==> src/design/mchw_pkg.sv <==
// Shared types and constants for the multi-channel heartbeat watchdog.
package mchw_pkg;

  localparam int unsigned NUM_CHANNELS = 16;
  localparam int unsigned TABLE_MAX    = 16;
  localparam int unsigned TABLE_SLOTS  = (NUM_CHANNELS < TABLE_MAX) ? NUM_CHANNELS : TABLE_MAX;
  localparam int unsigned SLOT_W       = (TABLE_SLOTS > 1) ? $clog2(TABLE_SLOTS) : 1;
  localparam int unsigned CNT_W        = $clog2(TABLE_SLOTS + 1);

  localparam int unsigned TIME_W   = 32;
  localparam int unsigned PERIOD_W = 16;
  localparam int unsigned CHAN_W   = 4;
  localparam int unsigned MASK_W   = 16;
  localparam int unsigned STAT_W   = 2;
  localparam int unsigned OP_W     = 2;

  localparam logic [SLOT_W-1:0] LAST_SLOT = SLOT_W'(TABLE_SLOTS - 1);

  typedef enum logic [OP_W-1:0] {
    OP_REGISTER = 2'd0,
    OP_BEAT     = 2'd1,
    OP_TICK     = 2'd2,
    OP_RESERVED = 2'd3
  } op_e;

  typedef enum logic [STAT_W-1:0] {
    STAT_OK      = 2'd0,
    STAT_NO_SLOT = 2'd1,
    STAT_NOT_REG = 2'd2
  } status_e;

  typedef enum logic [1:0] {
    S_IDLE,
    S_SCAN,
    S_DONE
  } fsm_e;

  // write request into the channel table
  typedef struct packed {
    logic              claim;
    logic              beat;
    logic [SLOT_W-1:0] idx;
    logic [TIME_W-1:0] stamp;
    logic [TIME_W-1:0] timeout;
  } tbl_wr_t;

  // registered read data from the channel table
  typedef struct packed {
    logic              used;
    logic [TIME_W-1:0] beat;
    logic [TIME_W-1:0] timeout;
  } tbl_rd_t;

endpackage

==> src/design/mchw_tbl.sv <==
// Channel table: timestamp and timeout memories, in-use flags, free-slot search.
module mchw_tbl (
  input  logic                               clk_i,
  input  logic                               rst_ni,
  input  mchw_pkg::tbl_wr_t                  wr_i,
  input  logic                               rd_en_i,
  input  logic [mchw_pkg::SLOT_W-1:0]        rd_addr_i,
  output mchw_pkg::tbl_rd_t                  rd_o,
  output logic [mchw_pkg::TABLE_SLOTS-1:0]   in_use_o,
  output logic                               free_found_o,
  output logic [mchw_pkg::SLOT_W-1:0]        free_idx_o
);

  logic [mchw_pkg::TIME_W-1:0] beat_mem [mchw_pkg::TABLE_SLOTS];
  logic [mchw_pkg::TIME_W-1:0] tmo_mem  [mchw_pkg::TABLE_SLOTS];
  logic [mchw_pkg::TABLE_SLOTS-1:0] in_use_q;
  mchw_pkg::tbl_rd_t rd_q;

  // memories: no reset, entry contents only used once claimed
  always_ff @(posedge clk_i) begin
    if (wr_i.claim || wr_i.beat) begin
      beat_mem[wr_i.idx] <= wr_i.stamp;
    end
    if (wr_i.claim) begin
      tmo_mem[wr_i.idx] <= wr_i.timeout;
    end
    if (rd_en_i) begin
      rd_q.beat    <= beat_mem[rd_addr_i];
      rd_q.timeout <= tmo_mem[rd_addr_i];
      rd_q.used    <= in_use_q[rd_addr_i];
    end
  end

  always_ff @(posedge clk_i or negedge rst_ni) begin
    if (!rst_ni) begin
      in_use_q <= '0;
    end else if (wr_i.claim) begin
      in_use_q[wr_i.idx] <= 1'b1;
    end
  end

  // lowest free slot
  always_comb begin
    free_found_o = 1'b0;
    free_idx_o   = '0;
    for (int k = mchw_pkg::TABLE_SLOTS - 1; k >= 0; k--) begin
      if (!in_use_q[k]) begin
        free_found_o = 1'b1;
        free_idx_o   = mchw_pkg::SLOT_W'(k);
      end
    end
  end

  assign rd_o     = rd_q;
  assign in_use_o = in_use_q;

endmodule

==> src/design/multi_channel_heartbeat_watchdog.sv <==
// Top level of the multi-channel heartbeat watchdog.
// Register, heartbeat, unused opcode and non-check ticks give their result in the cycle
//   after the input transfer; one item per cycle when results are taken at once.
// A check tick reads all 16 table entries through the single read port, one per cycle:
//   the result is loaded from DONE once the output is free; no input is taken until then.
// Reset (rst_ni low, asynchronous): all slots free, time and period count zero,
//   check period 1, no result pending.
module multi_channel_heartbeat_watchdog (
  input  logic                                clk_i,
  input  logic                                rst_ni,
  // configuration: check period
  input  logic                                cfg_we_i,
  input  logic [mchw_pkg::PERIOD_W-1:0]       cfg_wdata_i,
  // input items
  input  logic                                in_valid_i,
  output logic                                in_ready_o,
  input  logic [mchw_pkg::OP_W-1:0]           opcode_i,
  input  logic [mchw_pkg::CHAN_W-1:0]         channel_i,
  input  logic [mchw_pkg::TIME_W-1:0]         timeout_ticks_i,
  // result items
  output logic                                out_valid_o,
  input  logic                                out_ready_i,
  output logic [mchw_pkg::STAT_W-1:0]         status_o,
  output logic [mchw_pkg::CHAN_W-1:0]         assigned_channel_o,
  output logic [mchw_pkg::MASK_W-1:0]         timed_out_mask_o,
  output logic                                restart_o,
  output logic                                feed_o
);

  mchw_pkg::fsm_e state_q, state_d;

  logic [mchw_pkg::PERIOD_W-1:0]    check_period_q;
  logic [mchw_pkg::TIME_W-1:0]      time_q, time_d;
  logic [mchw_pkg::PERIOD_W-1:0]    period_q, period_d;
  logic [mchw_pkg::CNT_W-1:0]       scan_idx_q, scan_idx_d;
  logic [mchw_pkg::TABLE_SLOTS-1:0] mask_q, mask_d;
  logic                             cmp_vld_q;
  logic [mchw_pkg::SLOT_W-1:0]      cmp_idx_q;

  // result register
  logic                          out_valid_q;
  logic [mchw_pkg::STAT_W-1:0]   status_q, status_d;
  logic [mchw_pkg::CHAN_W-1:0]   assigned_q, assigned_d;
  logic [mchw_pkg::MASK_W-1:0]   res_mask_q, res_mask_d;
  logic                          restart_q, restart_d;
  logic                          feed_q, feed_d;
  logic                          out_load;
  logic                          out_free;

  // table interface
  mchw_pkg::tbl_wr_t                tbl_wr;
  mchw_pkg::tbl_rd_t                tbl_rd;
  logic                             rd_en;
  logic [mchw_pkg::SLOT_W-1:0]      rd_addr;
  logic [mchw_pkg::TABLE_SLOTS-1:0] in_use;
  logic                             free_found;
  logic [mchw_pkg::SLOT_W-1:0]      free_idx;

  logic                             in_xfer;
  logic [mchw_pkg::PERIOD_W:0]      cnt_next;
  logic [mchw_pkg::PERIOD_W:0]      period_eff;
  logic                             chan_ok;
  logic [mchw_pkg::TIME_W-1:0]      elapsed;
  logic                             hit;

  mchw_tbl u_tbl (
    .clk_i        (clk_i),
    .rst_ni       (rst_ni),
    .wr_i         (tbl_wr),
    .rd_en_i      (rd_en),
    .rd_addr_i    (rd_addr),
    .rd_o         (tbl_rd),
    .in_use_o     (in_use),
    .free_found_o (free_found),
    .free_idx_o   (free_idx)
  );

  assign out_free = !out_valid_q || out_ready_i;
  assign in_xfer  = in_valid_i && in_ready_o;

  // a zero period behaves as one
  assign cnt_next   = {1'b0, period_q} + (mchw_pkg::PERIOD_W+1)'(1);
  assign period_eff = (check_period_q == '0) ? (mchw_pkg::PERIOD_W+1)'(1)
                                             : {1'b0, check_period_q};

  // heartbeat only to a claimed slot inside the table
  assign chan_ok = ({1'b0, channel_i} < (mchw_pkg::CHAN_W+1)'(mchw_pkg::TABLE_SLOTS))
                   && in_use[channel_i[mchw_pkg::SLOT_W-1:0]];

  // elapsed time wraps modulo 2^32
  assign elapsed = time_q - tbl_rd.beat;
  assign hit     = tbl_rd.used && (elapsed >= tbl_rd.timeout);

  assign rd_addr = scan_idx_q[mchw_pkg::SLOT_W-1:0];

  always_comb begin
    state_d    = state_q;
    in_ready_o = 1'b0;
    tbl_wr     = '0;
    rd_en      = 1'b0;
    scan_idx_d = scan_idx_q;
    mask_d     = mask_q;
    time_d     = time_q;
    period_d   = period_q;
    out_load   = 1'b0;
    status_d   = mchw_pkg::STAT_OK;
    assigned_d = '0;
    res_mask_d = '0;
    restart_d  = 1'b0;
    feed_d     = 1'b0;

    unique case (state_q)
      mchw_pkg::S_IDLE: begin
        in_ready_o = out_free;
        if (in_xfer) begin
          out_load = 1'b1;
          unique case (mchw_pkg::op_e'(opcode_i))
            mchw_pkg::OP_REGISTER: begin
              if (free_found) begin
                tbl_wr.claim   = 1'b1;
                tbl_wr.idx     = free_idx;
                tbl_wr.stamp   = time_q;
                tbl_wr.timeout = timeout_ticks_i;
                assigned_d     = mchw_pkg::CHAN_W'(free_idx);
              end else begin
                status_d = mchw_pkg::STAT_NO_SLOT;
              end
            end
            mchw_pkg::OP_BEAT: begin
              if (chan_ok) begin
                tbl_wr.beat  = 1'b1;
                tbl_wr.idx   = channel_i[mchw_pkg::SLOT_W-1:0];
                tbl_wr.stamp = time_q;
              end else begin
                status_d = mchw_pkg::STAT_NOT_REG;
              end
            end
            mchw_pkg::OP_TICK: begin
              time_d = time_q + mchw_pkg::TIME_W'(1);
              if (cnt_next >= period_eff) begin
                // check due: result comes after the scan
                period_d   = '0;
                out_load   = 1'b0;
                scan_idx_d = '0;
                mask_d     = '0;
                state_d    = mchw_pkg::S_SCAN;
              end else begin
                period_d = cnt_next[mchw_pkg::PERIOD_W-1:0];
              end
            end
            mchw_pkg::OP_RESERVED: begin
            end
            default: begin
            end
          endcase
        end
      end

      mchw_pkg::S_SCAN: begin
        if (scan_idx_q < mchw_pkg::CNT_W'(mchw_pkg::TABLE_SLOTS)) begin
          rd_en      = 1'b1;
          scan_idx_d = scan_idx_q + mchw_pkg::CNT_W'(1);
        end
        if (cmp_vld_q) begin
          if (hit) begin
            mask_d[cmp_idx_q] = 1'b1;
          end
          if (cmp_idx_q == mchw_pkg::LAST_SLOT) begin
            state_d = mchw_pkg::S_DONE;
          end
        end
      end

      mchw_pkg::S_DONE: begin
        if (out_free) begin
          out_load   = 1'b1;
          res_mask_d = mchw_pkg::MASK_W'(mask_q);
          restart_d  = |mask_q;
          feed_d     = 1'b1;
          state_d    = mchw_pkg::S_IDLE;
        end
      end

      default: begin
        state_d = mchw_pkg::S_IDLE;
      end
    endcase
  end

  always_ff @(posedge clk_i or negedge rst_ni) begin
    if (!rst_ni) begin
      state_q        <= mchw_pkg::S_IDLE;
      check_period_q <= mchw_pkg::PERIOD_W'(1);
      time_q         <= '0;
      period_q       <= '0;
      scan_idx_q     <= '0;
      cmp_vld_q      <= 1'b0;
      out_valid_q    <= 1'b0;
    end else begin
      state_q    <= state_d;
      time_q     <= time_d;
      period_q   <= period_d;
      scan_idx_q <= scan_idx_d;
      cmp_vld_q  <= rd_en;
      if (cfg_we_i) begin
        check_period_q <= cfg_wdata_i;
      end
      if (out_load) begin
        out_valid_q <= 1'b1;
      end else if (out_ready_i) begin
        out_valid_q <= 1'b0;
      end
    end
  end

  // payload registers
  always_ff @(posedge clk_i) begin
    mask_q    <= mask_d;
    cmp_idx_q <= rd_addr;
    if (out_load) begin
      status_q   <= status_d;
      assigned_q <= assigned_d;
      res_mask_q <= res_mask_d;
      restart_q  <= restart_d;
      feed_q     <= feed_d;
    end
  end

  assign out_valid_o        = out_valid_q;
  assign status_o           = status_q;
  assign assigned_channel_o = assigned_q;
  assign timed_out_mask_o   = res_mask_q;
  assign restart_o          = restart_q;
  assign feed_o             = feed_q;

  // no new transfer while a check scan is in progress
  a_no_accept_busy: assert property (@(posedge clk_i) disable iff (!rst_ni)
    (state_q != mchw_pkg::S_IDLE) |-> !in_ready_o)
    else $error("input accepted during check scan");

  // restart only ever comes with a feed and a non-empty mask
  a_restart_feed: assert property (@(posedge clk_i) disable iff (!rst_ni)
    (out_valid_o && restart_o) |-> (feed_o && (timed_out_mask_o != '0)))
    else $error("restart without feed or mask");

  // check results carry no register or heartbeat status
  a_feed_clean: assert property (@(posedge clk_i) disable iff (!rst_ni)
    (out_valid_o && feed_o) |->
      ((status_o == mchw_pkg::STAT_OK) && (assigned_channel_o == '0)))
    else $error("check result with register status");

  // a scan moves to DONE in the cycle after the last slot's compare
  a_scan_end: assert property (@(posedge clk_i) disable iff (!rst_ni)
    (state_q == mchw_pkg::S_SCAN && cmp_vld_q && cmp_idx_q == mchw_pkg::LAST_SLOT)
      |=> (state_q == mchw_pkg::S_DONE))
    else $error("scan did not finish after last slot");

endmodule

==> config.mk <==
export PLATFORM = sky130hd
export DESIGN_NAME = multi_channel_heartbeat_watchdog
export DESIGN_NICKNAME = d
export VERILOG_FILES = /design/src/design/mchw_pkg.sv /design/src/design/mchw_tbl.sv /design/src/design/multi_channel_heartbeat_watchdog.sv
export SDC_FILE = /design/constraint.sdc
export NUM_CORES = 1
export LEC_CHECK = 0
export BUFFER_PORTS_ARGS = -buffer_cell sky130_fd_sc_hd__buf_2
export CAP_MARGIN = 10
export CORE_AREA = 4 4 393 240
export DETAILED_ROUTE_END_ITERATION = 16
export DIE_AREA = 0 0 397 244
export GPL_ROUTABILITY_DRIVEN = 0
export PLACE_DENSITY = 0.78
export SLEW_MARGIN = 15
export SYNTH_ARGS = -nofsm -noshare
export SYNTH_HDL_FRONTEND = slang
export SYNTH_HIERARCHICAL = 1
export SYNTH_SLANG_ARGS = --single-unit
==> constraint.sdc <==
create_clock -name clk_i -period 5.3 [get_ports clk_i]
set_input_delay 1.06 -clock clk_i [delete_from_list [all_inputs] [get_ports clk_i]]
set_output_delay 1.06 -clock clk_i [all_outputs]
set_load 0.005 [all_outputs]
==> flow_summary_export.csv <==
group,metric,value,unit
cells_and_area,finalNetCount,2971,
yosys,yosysWarnings,6,
floorplanning,core_area,90900,sq um
cells_and_area,post-route-util,60.6,%
timing,finalSetupViolations,0,
yosys,synth_edf_count,1129,
power_and_ir_drop,pwr_density_cell,439,nW/um^2
grt,grt_antenna_before_repair,2,
clocking,cts_tree,"yes",
detailed_routing,drc_errors,0,
setup_path,endpoint,"mask_q[1]",
timing,tightest_slew,1.13,ns
hold_path,worstHoldPathType,"input port to async pin",
yosys,synth.distinct_cells,64,
setup_path,end_kind,"register",
floorplanning,ios,85,
setup_path,cp-start-kind,"register",
setup_path,crit_chain,"inv_1 -> ha_1 -> inv_1 -> fa_1 -> a211oi_1 -> o21bai_1 -> a21o_1 -> nand4_1 -> a21boi_0 -> o21a_1 -> o31ai_1 -> o21ai_0 -> xor2_1 -> ha_1 -> nand4_1 -> nor2_1 -> and3_1 -> o211ai_1 -> a21oi_1 -> buf_4",
cells_and_area,area_growth,11.3,%
flow_run,drv_cap,0,
detailed_routing,firstDrtPassIters,8,
timing,finalHoldViolations,0,
timing,maxSlewHeadroom,24.7,%
setup_path,r2r_cells,20,
timing,fin_crit,4.99,ns
detailed_routing,ant_nets,0,
placement,place_area,51800,sq um
timing,final.setup.worst_slack,0.307,ns
clocking,clock_latency,0.70,ns
yosys,synth_area,49500,sq um
timing,final-max-slew-violation-count,0,
timing,grt_setup_unrepaired,"no",
floorplanning,die-area,96900,sq um
cells_and_area,final_area,55100,sq um
yosys,synth-simple-area-share,4.94,%
clocking,cts.repair.resized,0,
yosys,muxShareOfSynthArea,12.1,%
grt,overflow,0,
yosys,synth_seq_cells,1222,
clocking,clk_pin_slew,0.07,ns
cells_and_area,drive_gt1_share,21.5,%
yosys,synthArstFlopShare,7.28,%
clocking,h-tree-depth,3,
placement,port_buffers,84,
timing,fin_hold_ws,0.423,ns
timing,fin_worst_skew,0.0260,ns
setup_path,slowest_stage,"fa_1",
yosys,synth_top_family_by_area,"multiplexers",
floorplanning,die_h,244,um
timing,max_freq,200,MHz
floorplanning,start_util,54.5,%
detailed_routing,drtIter0Drc,3412,
yosys,syn_avg_cell_area,18.4,sq um
timing,finalSetupTns,0,ns
yosys,synth_compound_area_share,4.51,%
setup_path,r2r_end,"mask_q[1]",
clocking,cts_buffers,103,
floorplanning,die_w,397,um
yosys,synth-adder-area-share,2.11,%
setup_path,reg2reg_slack,0.31,ns
setup_path,critPathKind,"register to register",
yosys,syn_inst,2687,
detailed_routing,vias_per_cell,6.37,
power_and_ir_drop,leakagePower,18.7,nW
floorplanning,std_cell_rows,86,
setup_path,crit_required,5.66,ns
setup_path,worstPathArrival,5.35,ns
placement,dpl.hpwl,69.6,mm
setup_path,r2r_start,"time_q[0]",
grt,grt_pass1_wl,170,mm
setup_path,critPathBufInv,3,
outcome,status,"completed",
timing,period_share,94.2,%
detailed_routing,wirelength,112,mm
yosys,synth_nets,2829,
detailed_routing,wl_per_cell,27.0,um
clocking,post_cts_buffers,0,
yosys,seq_area_frac_synth,73.1,%
grt,grt_max_degree,76,
yosys,synth_ff_type,"edfxtp_1",
setup_path,cp_top_family,"compound AO/OA/AOI/OAI gates",
setup_path,cp_max_fo,16,
clocking,ctsHoldBuffers,0,
detailed_routing,dr_total_vias,26378,
cells_and_area,diodes,0,
clocking,cts_num_sinks,1222,
setup_path,worst-path-stages,20,
setup_path,crit_start,"time_q[0]",
grt,grt_pass1_vias,26398,
yosys,synth_xor_area_share,1.33,%
grt,grt_usage,23.4,%
placement,dp_slack,0.495,ns
clocking,root_buffer,"clkbuf_16",
setup_path,slowest_delay,0.42,ns
power_and_ir_drop,peakVddDrop,287,uV
clocking,cts.path.max_buffers,3,
[layer usage]
layer | up-vias | GRT usage (%) | share of wire (%)
met2 | 1564 | 34.0 | 45
met5 | - | 0 | 0.022
met4 | 4 | 5.81 | 2.1
met1 | 13639 | 36.4 | 42
li1 | 10996 | - | -
met3 | 175 | 5.11 | 11
[final cells by class]
cell class	instances	area (sq um)
Fill cell	6270	35800
Inverter	98	368
Clock buffer	134	2810
Sequential cell	1222	36200
Timing Repair Buffer	150	1030
Multi-Input combinational cell	1254	12700
Tap cell	1232	1540
Clock inverter	54	459
[state kept, by name, summed over array words and instances (netlist names)]
register	count
assigned_channel_o	4
u_tbl/rd_o	65
check_period_q	16
cmp_idx_q	4
cmp_vld_q	1
u_tbl/in_use_o	16
time_q	32
restart_o	1
feed_o	1
state_q	2
timed_out_mask_o	16
period_q	16
scan_idx_q	5
status_o	2
mask_q	16
u_tbl/beat_mem	512
u_tbl/tmo_mem	512
out_valid_o	1
[Yosys cell counts (all sizes together), types with 3 or more instances]
cell type	number	area share, %
edfxtp	1129	68
mux4	265	12
nand2	164	1.2
a22oi	130	2.0
inv	98	0.74
nor2	97	0.75
dfrtp	88	4.4
ha	82	2.1
and2	80	1.0
o21ai	67	0.68
a21oi	64	0.65
buf	58	0.72
xnor2	57	1.0
clkbuf	55	0.42
nand3	30	0.35
nand4	22	0.28
nor2b	21	0.27
and3	18	0.24
xor2	18	0.32
or2	17	0.21
a21o	15	0.23
a31oi	15	0.19
nor4	11	0.14
nand2b	10	0.13
nor3	9	0.091
o31ai	8	0.12
o21bai	7	0.11
a211oi	5	0.096
and4	4	0.071
dfxtp	4	0.16
o2111ai	4	0.071
o211ai	4	0.061
mux2	3	0.068
nor3b	3	0.068
o21a	3	0.045
[worst min-delay path by stage]
stage / slack (ns) / to / startpoint
finish: 0.42 / check_period_q[1] / rst_ni
global route: 0.45 / check_period_q[1] / rst_ni
CTS: 0.39 / out_valid_o / rst_ni
detailed placement: 0.51 / time_q[31] / time_q[31]
global placement: 0.51 / period_q[15] / period_q[15]
floorplan: 0.40 / cmp_idx_q[1] / scan_idx_q[1]
[stage by stage]
step	instances	power (W)
final	4144	0.0242
after detailed placement	3954	0.0169
after CTS	4142	0.0243
after floorplan	2687	0.0152
after global placement	3954	0.0168
after global routing	4144	0.0251
[logic make-up (layout without fill, tap and decap cells)]
group	after synthesis	after routing
buffers and inverters	211	436
XOR/XNOR	75	75
AO/OA/AOI/OAI	337	337
adder cells (fa/ha/maj)	83	83
flip-flops	1222	1222
multiplexers	268	268
AND/OR/NAND/NOR	491	491
[power breakdown]
part | switching (W) | leakage [nW] | internal (W) | total, W
combinational | 0.00313 | 5.51 | 0.00233 | 0.00546
sequential | 0.000353 | 11.6 | 0.0109 | 0.0113
clock | 0.00334 | 1.60 | 0.00408 | 0.00741
[layout by cell type (no fill, tap or decap), types with 23 or more instances in the layout]
cell	Yosys	layout
clkbuf_1	55	23
o21ai_0	61	61
mux4_2	265	265
ha_1	82	82
a22oi_1	130	130
nand2_1	164	164
nor2_1	95	61
xnor2_1	57	57
a21oi_1	63	63
edfxtp_1	1129	1129
buf_2	28	83
dfrtp_1	88	86
nand3_1	25	25
and2_1	79	78
buf_4	10	58
inv_1	98	98
clkbuf_16	0	106
nor2_4	0	34
[worst reg2reg max path, delay by kind of cell, from the launching register on]
kind | cells | cell delay, ns
buffers and inverters | 3 | 0.51
AND/OR/NAND/NOR | 4 | 0.56
XOR/XNOR | 1 | 0.17
adder cells (fa/ha/maj) | 3 | 0.92
AO/OA/AOI/OAI | 9 | 2.05
flip-flops | 1 | 0.41
Note: power is estimated with default switching activity, not from simulation.
